===== src/rtl/csct_pkg.sv =====
`default_nettype none
package csct_pkg;

  // defaults for the top-level parameters
  localparam int COORD_WIDTH_DEF = 32;
  localparam int FRAC_BITS_DEF   = 16;

  // fixed port field widths
  localparam int FIELD_W  = 32;
  localparam int RADIUS_W = 31;
  localparam int WINDOW_W = 31;
  localparam int COUNT_W  = 2;

  // depth of the queue between front and back
  localparam int QUEUE_DEPTH = 4;

  typedef enum logic [COUNT_W-1:0] {
    CNT_NONE = 2'd0,
    CNT_ONE  = 2'd1,
    CNT_TWO  = 2'd2
  } root_count_t;

endpackage
`default_nettype wire


===== src/rtl/csct_queue.sv =====
`default_nettype none
module csct_queue import csct_pkg::*; #(
  parameter int W = 8,
  parameter int DEPTH = QUEUE_DEPTH,
  localparam int PTR_W = $clog2(DEPTH),
  localparam int CNT_W = $clog2(DEPTH + 1)
) (
  input  logic         clk,
  input  logic         rst,
  input  logic         push_valid,
  output logic         push_ready,
  input  logic [W-1:0] push_data,
  output logic         pop_valid,
  input  logic         pop_ready,
  output logic [W-1:0] pop_data
);

  logic [W-1:0]     mem [DEPTH];
  logic [PTR_W-1:0] wr_ptr, rd_ptr;
  logic [CNT_W-1:0] count;
  logic             push, pop;

  assign push_ready = count != CNT_W'(DEPTH);
  assign pop_valid  = count != '0;
  assign pop_data   = mem[rd_ptr];
  assign push = push_valid && push_ready;
  assign pop  = pop_valid && pop_ready;

  always_ff @(posedge clk) begin
    if (push) begin
      mem[wr_ptr] <= push_data;
    end
  end

  always_ff @(posedge clk) begin
    if (rst) begin
      wr_ptr <= '0;
      rd_ptr <= '0;
      count  <= '0;
    end else begin
      if (push) begin
        wr_ptr <= (wr_ptr == PTR_W'(DEPTH - 1)) ? '0 : wr_ptr + PTR_W'(1);
      end
      if (pop) begin
        rd_ptr <= (rd_ptr == PTR_W'(DEPTH - 1)) ? '0 : rd_ptr + PTR_W'(1);
      end
      if (push && !pop) begin
        count <= count + CNT_W'(1);
      end else if (pop && !push) begin
        count <= count - CNT_W'(1);
      end
    end
  end

endmodule
`default_nettype wire


===== config.mk =====
export PLATFORM = sky130hd
export DESIGN_NAME = csct_queue
export DESIGN_NICKNAME = d
export VERILOG_FILES = /design/src/rtl/csct_pkg.sv /design/src/rtl/csct_queue.sv
export SDC_FILE = /design/constraint.sdc
export NUM_CORES = 1
export LEC_CHECK = 0
export ABC_AREA = 1
export BUFFER_PORTS_ARGS = -buffer_cell sky130_fd_sc_hd__buf_4
export CELL_PAD_IN_SITES_DETAIL_PLACEMENT = 1
export CELL_PAD_IN_SITES_GLOBAL_PLACEMENT = 1
export CORE_MARGIN = 2
export CORE_UTILIZATION = 48
export CTS_CLUSTER_SIZE = 25
export DETAILED_ROUTE_END_ITERATION = 12
export PLACE_DENSITY_LB_ADDON = 0.1
export SYNTH_ARGS = -nofsm -noshare
export SYNTH_HDL_FRONTEND = slang
export SYNTH_SLANG_ARGS = --single-unit

===== constraint.sdc =====
create_clock -name clk -period 3.6 [get_ports clk]
set_input_delay 0.18 -clock clk [delete_from_list [all_inputs] [get_ports clk]]
set_output_delay 0.18 -clock clk [all_outputs]
set_load 0.005 [all_outputs]

==> impl_metrics.tcl <==
set metrics [dict create \
    status "complete, no violations" \
    instances_no_fill 219 \
    die_area_um2 4026 \
    clkTransAtPathRegs_ns 0.12 \
    cp-endpoint "pop_data[3]" \
    syn_area_per_cell_um2 11.70 \
    grt_use_total_pct 18.00 \
    clock_sinks 41 \
    dp_slack_ns 1.784 \
    wl_per_cell_um 14.35 \
    grt_overflow 0 \
    netlist-cell-type-count 20 \
    start_kind "register" \
    drive_gt1_share_pct 20.81 \
    via_per_inst 4.963 \
    num_rows 21 \
    grt_pass1_wl_mm 5.451 \
    slowest_stage "dfxtp_1" \
    grt_antenna_before_repair 0 \
    finalHoldViolCount 0 \
    r2r-end "count[2]" \
    grt_pass1_vias 1177 \
    clock_latency_ns 0.34 \
    clockBufferDepth 2 \
    hpwlAfterDp_mm 2.204 \
    cts_tree "done" \
    maxCapViolations 0 \
    route.detailed.drc 0 \
    ff2ff_path_depth 13 \
    synth_top_family_by_area "simple AND/OR/NAND/NOR gates" \
    synthAdderAreaFrac_pct 5.605 \
    reg2reg_from "count[0]" \
    hold_ws_ns 0.03432 \
    path_cells "inv_2, o21ai_0, o22ai_1, buf_4" \
    grt_max_degree 18 \
    drtIter0Drc 25 \
    muxShareOfSynthArea_pct 0 \
    cts_resized 0 \
    p_per_area_nw_per_um2 681.6 \
    clock_skew_ns 0.01166 \
    fmax_ghz 0.4945 \
    totalWireLength_mm 3.142 \
    tns_ns 0 \
    gp_congestion 0.7363 \
    ys_ff_latch 41 \
    syn_inst 145 \
    async_flop_share_pct 0 \
    core_um2 3363 \
    cpPeakStageDelay_ns 0.72 \
    fin_crit_sh_pct 56.17 \
    slew_viol_final 0 \
    hp-start "push_data[3]" \
    clockRootBuffer "clkbuf_4" \
    slew_headroom_pct 46.46 \
    die_y_um 63.45 \
    multi_input_area_um2 473.0 \
    post-route-worst-setup-slack_ns 1.578 \
    synth-xor-area-share_pct 0.5162 \
    setup_viol_count_final 0 \
    ant_nets 0 \
    io_buffers 21 \
    place_inst 210 \
    ios 22 \
    final_cell_mix "32 x nor2_1, 32 x edfxtp_1, 21 x buf_4, 15 x inv_1, 13 x o21ai_0" \
    diodes 0 \
    nets 191 \
    cp_max_fo 17 \
    p_leak_nw 0.7792 \
    via_count 1087 \
    peakVddDrop_uv 319.9 \
    synthFlopType "edfxtp_1" \
    numCtsBuffers 5 \
    cp_data_required_time_ns 3.42 \
    initial_core_util_pct 50.45 \
    arrival_ns 1.84 \
    htreeDepth 2 \
    fp.dieW_um 63.45 \
    synth-edff-count 32 \
    synth_warnings 0 \
    syn_to_final_growth_pct 16.15 \
    yosys.area_share.simple_pct 12.54 \
    totalPowerFinal_mw 1.343 \
    layout_min_cycle_time_ns 2.022 \
    rsz0062_at_grt "false" \
    min_path_type "input port to register" \
    syn_nets 164 \
    r2r_slack_ns 1.76 \
    tightest_slew_ns 0.8001 \
    firstDrtPassIters 4 \
    netlist_area_um2 1697 \
    regArea_um2 1141 \
    path_class "register to output port" \
    postCtsSetupBuffers 0 \
    synth_compound_area_share_pct 9.218 \
    fillCellCount 391 \
    yosysSeqAreaShare_pct 67.26 \
    cp-end-kind "output port" \
]
[cells in the mapped netlist, drive strengths merged, types with 2 or more instances]
cell type	instances	area share, %
a21oi	2	0.59
buf	2	1.3
dfxtp	9	11
edfxtp	32	57
ha	6	4.4
inv	16	3.5
nand2	14	3.5
nand3b	2	0.88
nor2	33	7.4
o21ai	17	5.7
o22ai	8	2.9
[sequential cells by signal, summed over array words and instances, names as in the netlist, named ones only]
signal / count
wr_ptr: 2
mem: 32
count: 3
rd_ptr: 2
[critical path: cells and delay by family (launching register included)]
family | cells | cell delay (ns)
flops | 1 | 0.72
buf+inv | 2 | 0.42
compound gates | 2 | 0.37
[logic make-up after synthesis]
| logic type | Yosys count |
|---|---|
| DFF | 41 |
| and+or+nand+nor | 51 |
| adders and majority gates | 7 |
| xor gates and xnor gates | 1 |
| AOI/OAI and AO/OA | 27 |
| buffers and inverters | 18 |
[worst min-delay path by stage]
stage,end,slack (ns),depth (start not counted)
2_1_floorplan,count[0],0.25,1
3_3_place_gp,count[0],0.35,2
3_5_place_dp,count[0],0.35,2
4_1_cts,mem[0][2],0.02,1
5_1_grt,mem[3][2],0.004,1
6_report,mem[1][3],0.03,1
[routing by layer]
metal,share of wire [%],track usage [%]
met2,52,33.16
met5,0,0
met4,1.2,5.707
met1,43,19.90
met3,3.8,5.000
[through the flow]
stage / cell area, um^2 / util [%]
after detailed placement: 1889 / 56.18
after floorplan: 1697 / -
after CTS: 1971 / 58.59
after global placement: 1889 / 56.18
after global routing: 1971 / 58.59
final: 1971 / 58.59
[power breakdown]
group	switching [mW]	total, mW	internal, mW
registers	0.0655	0.652	0.587
clock network	0.139	0.257	0.118
logic	0.237	0.434	0.197
total	0.442	1.34	0.901
[area by class of cell]
| class | instances | share of cell area (%) |
|---|---|---|
| inverter | 16 | 3.048 |
| tap | 46 | 2.921 |
| timing repair buffer | 22 | 8.508 |
| clock inverter | 1 | 0.2540 |
| multi-input combinational | 86 | 24.00 |
| clock buffer | 7 | 3.365 |
| sequential | 41 | 57.90 |
[repair_timing]
action | 4_1_cts | 5_1_grt
endpoints found under the hold margin | 1 | 0
hold buffers | 1 | 0
endpoints found under the setup margin | 0 | 0
Note: power is estimated with default switching activity, not from simulation.
