$ cat config.mk
export PLATFORM = sky130hd
export DESIGN_NAME = csct_front_flat
export DESIGN_NICKNAME = d
export VERILOG_FILES = /design/src/rtl/csct_pkg.sv /design/src/rtl/csct_ifs.sv /design/src/rtl/csct_front.sv /design/src/flat_wrapper.sv
export SDC_FILE = /design/constraint.sdc
export NUM_CORES = 1
export LEC_CHECK = 0
export ABC_CLOCK_PERIOD_IN_PS = 6350
export BUFFER_PORTS_ARGS = -buffer_cell sky130_fd_sc_hd__buf_2
export CAP_MARGIN = 20
export CORE_AREA = 4 4 189 191
export DETAILED_ROUTE_END_ITERATION = 8
export DIE_AREA = 0 0 193 195
export PLACE_DENSITY_LB_ADDON = 0.3
export REMOVE_ABC_BUFFERS = 1
export SLEW_MARGIN = 20
export SYNTH_ARGS = -nofsm -noshare
export SYNTH_HDL_FRONTEND = slang
export SYNTH_SLANG_ARGS = --single-unit
$ cat constraint.sdc
create_clock -name vclk -period 6.35
set_input_delay 0.3175 -clock vclk [all_inputs]
set_output_delay 0.3175 -clock vclk [all_outputs]
set_load 0.03 [all_outputs]
$ cat src/rtl/csct_pkg.sv
`default_nettype none
package csct_pkg;

  // defaults for the top-level parameters
  localparam int COORD_WIDTH_DEF = 32;
  localparam int FRAC_BITS_DEF   = 16;

  // fixed port field widths
  localparam int FIELD_W  = 32;
  localparam int RADIUS_W = 31;
  localparam int WINDOW_W = 31;
  localparam int COUNT_W  = 2;

  // depth of the queue between front and back
  localparam int QUEUE_DEPTH = 4;

  typedef enum logic [COUNT_W-1:0] {
    CNT_NONE = 2'd0,
    CNT_ONE  = 2'd1,
    CNT_TWO  = 2'd2
  } root_count_t;

endpackage
`default_nettype wire

$ cat src/rtl/csct_ifs.sv
`default_nettype none
interface csct_in_if import csct_pkg::*; ();
  logic                       valid;
  logic                       ready;
  logic signed [FIELD_W-1:0]  center_ax;
  logic signed [FIELD_W-1:0]  center_ay;
  logic signed [FIELD_W-1:0]  vel_ax;
  logic signed [FIELD_W-1:0]  vel_ay;
  logic        [RADIUS_W-1:0] radius_a;
  logic signed [FIELD_W-1:0]  center_bx;
  logic signed [FIELD_W-1:0]  center_by;
  logic signed [FIELD_W-1:0]  vel_bx;
  logic signed [FIELD_W-1:0]  vel_by;
  logic        [RADIUS_W-1:0] radius_b;

  modport source (
    output valid, center_ax, center_ay, vel_ax, vel_ay, radius_a,
    output center_bx, center_by, vel_bx, vel_by, radius_b,
    input  ready
  );
  modport sink (
    input  valid, center_ax, center_ay, vel_ax, vel_ay, radius_a,
    input  center_bx, center_by, vel_bx, vel_by, radius_b,
    output ready
  );
endinterface

`default_nettype wire

$ cat src/rtl/csct_front.sv
`default_nettype none
module csct_front import csct_pkg::*; #(
  parameter int CW = COORD_WIDTH_DEF,
  localparam int DW = CW + 1,
  localparam int ITEM_W = 4 * DW + CW + 1
) (
  csct_in_if.sink           req,
  output logic              push_valid,
  input  logic              push_ready,
  output logic [ITEM_W-1:0] push_data
);

  logic signed [DW-1:0] dx, dy, wx, wy;
  logic        [CW-1:0] rs;
  logic                 azero;

  // relative position and relative velocity, low CW bits of each field
  assign dx = DW'(signed'(req.center_ax[CW-1:0])) - DW'(signed'(req.center_bx[CW-1:0]));
  assign dy = DW'(signed'(req.center_ay[CW-1:0])) - DW'(signed'(req.center_by[CW-1:0]));
  assign wx = DW'(signed'(req.vel_ax[CW-1:0])) - DW'(signed'(req.vel_bx[CW-1:0]));
  assign wy = DW'(signed'(req.vel_ay[CW-1:0])) - DW'(signed'(req.vel_by[CW-1:0]));
  assign rs = CW'(req.radius_a[CW-2:0]) + CW'(req.radius_b[CW-2:0]);

  // equal velocities: leading term is zero, no roots
  assign azero = (wx == '0) && (wy == '0);

  assign push_valid = req.valid;
  assign req.ready  = push_ready;
  assign push_data  = {dx, dy, wx, wy, rs, azero};

endmodule
`default_nettype wire

$ cat src/flat_wrapper.sv
// flat-port wrapper written by rule: the top's interface ports become plain ports
module csct_front_flat import csct_pkg::*;
#(
  parameter int CW = COORD_WIDTH_DEF,
  localparam int DW = CW + 1,
  localparam int ITEM_W = 4 * DW + CW + 1
)
  (push_valid, push_ready, push_data, req_valid, req_center_ax, req_center_ay, req_vel_ax, req_vel_ay, req_radius_a, req_center_bx, req_center_by, req_vel_bx, req_vel_by, req_radius_b, req_ready);
  csct_in_if req_i ();
  output logic push_valid;
  input  logic push_ready;
  output logic [ITEM_W-1:0] push_data;
  input wire logic [$bits(req_i.valid)-1:0] req_valid;
  input wire logic [$bits(req_i.center_ax)-1:0] req_center_ax;
  input wire logic [$bits(req_i.center_ay)-1:0] req_center_ay;
  input wire logic [$bits(req_i.vel_ax)-1:0] req_vel_ax;
  input wire logic [$bits(req_i.vel_ay)-1:0] req_vel_ay;
  input wire logic [$bits(req_i.radius_a)-1:0] req_radius_a;
  input wire logic [$bits(req_i.center_bx)-1:0] req_center_bx;
  input wire logic [$bits(req_i.center_by)-1:0] req_center_by;
  input wire logic [$bits(req_i.vel_bx)-1:0] req_vel_bx;
  input wire logic [$bits(req_i.vel_by)-1:0] req_vel_by;
  input wire logic [$bits(req_i.radius_b)-1:0] req_radius_b;
  output wire logic [$bits(req_i.ready)-1:0] req_ready;
  assign req_i.valid = req_valid;
  assign req_i.center_ax = req_center_ax;
  assign req_i.center_ay = req_center_ay;
  assign req_i.vel_ax = req_vel_ax;
  assign req_i.vel_ay = req_vel_ay;
  assign req_i.radius_a = req_radius_a;
  assign req_i.center_bx = req_center_bx;
  assign req_i.center_by = req_center_by;
  assign req_i.vel_bx = req_vel_bx;
  assign req_i.vel_by = req_vel_by;
  assign req_i.radius_b = req_radius_b;
  assign req_ready = req_i.ready;
  csct_front #(.CW(CW)) u_core (.req(req_i), .push_valid(push_valid), .push_ready(push_ready), .push_data(push_data));
endmodule
==> results of run 1 <==
## cell usage after synthesis (11+ instances only)
library cell,instances,area share (%)
xor2_1,42,4.4
o21ai_0,60,3.6
nand2_1,67,3.0
nor3_1,24,1.4
a211oi_1,13,1.2
ha_1,159,24
nand3_1,30,1.8
xnor2_1,86,9.1
o21a_1,27,2.4
nor2_1,83,3.8
nand2b_1,26,2.0
a21o_1,79,7.1
o21bai_1,15,1.4
a21oi_1,112,6.7
nand4_1,15,1.1
or3_1,11,0.83
inv_1,172,7.8
and3_1,14,1.1
nor2b_1,23,1.7
## final cells by class
class,instances,share of cell area [%]
multi-input cells,1030,67.64
repair buffers,483,21.49
inverters,172,5.740
well taps,455,5.062
diodes,3,0.06675
## power by group
part / switching [uW] / internal (uW)
registers: 0 / 0
clock network: 0 / 0.0000632
logic: 1120 / 597
total: 1120 / 597
## worst max-delay path, stage by stage
cell       delay [ns]
buf_2            0.10
ha_1             0.21
fa_1             0.40
nor2b_1          0.19
o211ai_2         0.17
a2111oi_2        0.62
nor2_4           0.05
xnor2_1          0.15
nor4_1           0.35
or4b_1           0.47
or4_1            0.51
or4_1            0.48
nor4_1           0.53
and4_1           0.30
buf_2            0.20
## worst paths after layout
kind	startpoint	slack, ns	cells after the start	to
setup / recovery	req_vel_by[0]	0.99	15	push_data[0]
hold / removal	push_ready	0.64	0	req_ready
## placed cells by master, fill, tap and decap left out, types with 23 or more instances in the layout
master / netlist / final
a21oi_1: 112 / 112
o21ai_0: 60 / 60
buf_2: 0 / 483
nor2b_1: 23 / 23
nor2_1: 83 / 83
xnor2_1: 86 / 86
ha_1: 159 / 159
a21o_1: 79 / 79
o21a_1: 27 / 27
nand3_1: 30 / 30
nand2b_1: 26 / 26
inv_1: 172 / 172
xor2_1: 42 / 42
nor3_1: 24 / 24
nand2_1: 67 / 67
## logic make-up after synthesis
group / count (synthesis)
adders and majority gates: 164
muxes: 1
xor gates and xnor gates: 128
buffers and inverters: 183
AOI/OAI and AO/OA: 398
and+or+nand+nor: 339
## stage by stage
stage               std cells  setup WS (ns)  utilization (%)  total power [uW]  area, sq um
floorplan                1202          1.771                -              1187         8253
global placement         2140          1.068            32.94              1709        11240
detailed placement       2140         0.9553            32.94              1713        11240
CTS                      2140         0.9469            32.94              1721        11240
global route             2142         0.7894            32.96              1856        11240
finish                   2143         0.9851            32.97              1715        11250
## routing by layer
metal | vias up | wire [um] | track usage (%)
met5 | - | 0 | 0
met1 | 4733 | 13350 | 18.95
met2 | 364 | 16070 | 29.10
met4 | 0 | 1050 | 4.485
li1 | 5288 | - | -
met3 | 52 | 2428 | 2.360
==> out/qor.yml, run 1 <==
status: "complete, no violations"
synthMuxAreaShare_pct: 0.1205
synth_fa_ha_area_share_pct: 25.16
synthXorXnorAreaFrac_pct: 13.50
io_pins: 487
synth_top_family_by_area: "compound AO/OA/AOI/OAI gates"
fp-row-count: 68
grt_pass1_wl_um: 50490
required_ns: 6.03
die_y_um: 195
period_minus_slack_ns: 5.365
synth_compound_area_share_pct: 31.76
hold_class: "in2out"
avgViaCountPerCell: 4.870
drive_gt1_share_pct: 29.61
ys.warnings.count: 0
grt_max_degree: 9
powerDensity_nw_per_um2: 152.5
rsz0062_at_grt: "false"
arrival_ns: 5.05
critical_path_class: "in2out"
syn_to_final_growth_pct: 35.42
ys_seq_area_share_pct: 0
drv_slew: 0
start_util_pct: 24.34
cap_violations: 0
multi_input_area_sq_um: 7607
synth_cells: 1213
sequential_cell_total: 0
timing.final.crit_share_pct: 84.49
numPortBuffers: 483
grt_pass1_vias: 10340
hold_buffers: 0
grtUsageTotal_pct: 15.84
netlist_area_sq_um: 8305
cts_resized: 0
path_max_fanout: 4
slew_headroom_pct: 50.32
tns_ns: 0
core_sq_um: 34120
syn_avg_cell_area_sq_um: 6.847
p_leak_uw: 0.006368
drc: 0
worstSetupStartpointType: "primary input"
drt-pass1-iter-count: 5
vdd_ir_drop_max_v: 0.00008486
tightest_slew_ns: 0.7408
final.fill_count: 3795
nClkBuffers: 0
yosys.area_share.simple_pct: 21.06
whs_ns: 0.6353
die_w_um: 193
routed_wl_um: 32900
regArea_sq_um: 0
drt_first_iter_violations: 488
max_freq_mhz: 186.4
hold_viol: 0
cts_setup_buffers: 0
end_kind: "output pin"
grt_remaining_overflow: 0
wl_per_cell_um: 15.35
fin_nets: 2171
yosysUniqueCellTypes: 72
dp_hpwl_um: 29990
vias: 10440
dieArea_sq_um: 37640
setup_viol: 0
routabilityCongestion: 1.018
ant_nets: 0
antenna_found_initial: 4
Note: power is estimated with default switching activity, not from simulation.
==> run 2, diff against run 1 <==
Settings changed: ABC_AREA set to 1, ABC_CLOCK_PERIOD_IN_PS 6350 to 4300.
Clock period 6.35 ns to 4.3 ns, I/O delays scaled along.
==> run 2 against run 1 <==
  * Area after synthesis increased by 31%
  * Largest cell class unchanged
  * Critical path depth increased by 4
  * Sequential share of layout area unchanged
  * Largest power group unchanged
  * Clock-buffer cell count unchanged
==> out/qor.yml, run 2 <==
mostFrequentLayoutCell: "nand2_1"
end_kind: "output pin"
synth.area.top_cells: "nand2_1 23%, ha_1 18%, inv_1 17%"
hold_class: "in2out"
path_depth: 19  # +4
core_sq_um: 34120  # unchanged
cap_violations: 0  # unchanged
hold_viol: 0  # unchanged
hold_buffers: 0  # unchanged
grt_remaining_overflow: 0  # unchanged
syn_to_final_growth_pct: 27.45
vias: 14590  # +40%
routabilityCongestion: 1.016  # -0.20%
final.fill_count: 3958  # +4.3%
worst_path_largest_cell_delay_ns: 0.41  # -0.21 ns
period_minus_slack_ns: 3.177
yosysTopAreaCell: "nand2_1"
yosysUniqueCellTypes: 37  # -49%
nClkBuffers: 0  # unchanged
drt-pass1-iter-count: 5  # unchanged
p_leak_uw: 0.008921  # +40%
p_switching_uw: 1956  # +75%
slew_headroom_pct: 64.58  # +14 points
path_max_fanout: 4  # unchanged
p_comb_share_pct: 100.0  # about the same
crit_family: "simple AND/OR/NAND/NOR gates"
cts_resized: 0  # unchanged
drv_slew: 0  # unchanged
crit_chain: "buf_2 -> ha_1 -> fa_1 -> inv_1 -> nand3_1 -> nand2_2 -> nand2_1 -> nand2_1 -> nand2_1 -> nand2_2 -> nand2_1 -> nand2_1 -> nand2_1 -> nor2_1 -> nand2_1 -> nor2_1 -> nand3_1 -> nor3_2 -> buf_2"
syn_avg_cell_area_sq_um: 5.147  # -25%
dp_hpwl_um: 40740  # +36%
worstSetupStartpointType: "primary input"
synth.most_common_cell: "nand2_1"
start_util_pct: 31.83  # +7.5 points
ys.warnings.count: 0  # unchanged
drt_first_iter_violations: 734  # +50%
routed_wl_um: 44440  # +35%
yosys.area.top_type_share_pct: 22.85  # -1.1 points
grt_pass1_vias: 14090  # +36%
fin_nets: 3076  # +42%
antenna_found_initial: 7  # +3
ant_nets: 0  # unchanged
die_w_um: 193  # unchanged
required_ns: 4.09  # -1.94 ns
netlist_area_sq_um: 10860  # +31%
numPortBuffers: 483  # unchanged
die_y_um: 195  # unchanged
status: "complete, no violations"
avgViaCountPerCell: 4.781  # -1.8%
setup_viol: 0  # unchanged
rsz0062_at_grt: "false"
timing.final.crit_share_pct: 73.89
arrival_ns: 2.96  # -2.09 ns
powerDensity_nw_per_um2: 204.0  # +34%
synth_cells: 2110  # +74%
slowest_stage: "fa_1"
critPathBufInv: 3  # +1
p_total_uw: 2824  # +65%
p_seq_share_pct: 0  # unchanged
fp-row-count: 68  # unchanged
grtUsageTotal_pct: 21.71  # +5.9 points
whs_ns: 0.4303  # -0.2050 ns
critical_path_class: "in2out"
internal_power_uw: 867.9  # +45%
switching_share_pct: 69.26  # +4.1 points
tns_ns: 0  # unchanged
hold_depth: 0  # unchanged
multi_input_area_sq_um: 8987  # +18%
regArea_sq_um: 0  # unchanged
final_cell_mix: "661 x nand2_1, 487 x inv_1, 483 x buf_2"
p_clk_share_pct: 0  # unchanged
crit_top_cell: "nand2_1"
yosys-top-cells-count: "661 x nand2_1, 487 x inv_1, 176 x nor2_1"
vdd_ir_drop_max_v: 0.0002300  # +170%
grt_pass1_wl_um: 68390  # +35%
max_freq_mhz: 314.7
tightest_slew_ns: 0.5265  # -0.2143 ns
ys_seq_area_share_pct: 0  # unchanged
cts_setup_buffers: 0  # unchanged
io_pins: 487  # unchanged
sequential_cell_total: 0  # unchanged
drc: 0  # unchanged
drive_gt1_share_pct: 20.39  # -9.2 points
dieArea_sq_um: 37640  # unchanged
grt_max_degree: 8  # -1
wl_per_cell_um: 14.56  # -5.2%
==> run 2: cell families after synthesis <==
logic type | share of synthesized area [%]
xor+xnor | 7.569
simple gates | 41.73
buf+inv | 17.25
compound gates | 14.22
fa+ha+maj | 19.24
==> run 2: final timing paths <==
path	startpoint	end	slack, ns
min	push_ready	req_ready	0.43
max	req_vel_by[0]	push_data[0]	1.12
==> run 2: final cells by class <==
class	instances	area share (%)
Timing Repair Buffer	483	17.46
Multi-Input combinational cell	1614	64.93
Inverter	493	13.37
Antenna cell	7	0.1265
Tap cell	455	4.113
==> run 2: per-stage QoR <==
stage                     cells  setup slack, ns  instance area [sq um]  util [%]
after floorplan            2107            1.712                  10840         -
after global placement     3045            1.155                  13820     40.52
after detailed placement   3045            1.095                  13820     40.52
after CTS                  3045            1.090                  13820     40.52
after global routing       3052           0.9107                  13840     40.57
final                      3052            1.123                  13840     40.57
==> run 2: power groups by stage <==
stage	logic, uW	registers (uW)	clock network (uW)
after floorplan	1910	0	0
after global placement	2800	0	0
after detailed placement	2810	0	0
after CTS	2820	0	0
after global routing	3080	0	0.000218
final	2820	0	0.000218
==> run 2: layer usage <==
layer / up-vias / GRT usage (%) / routed length (um)
li1: 7577 / - / -
met1: 6478 / 28.70 / 19910
met2: 482 / 38.49 / 20760
met3: 54 / 1.359 / 2604
met4: 0 / 5.088 / 1165
met5: - / 0 / 0
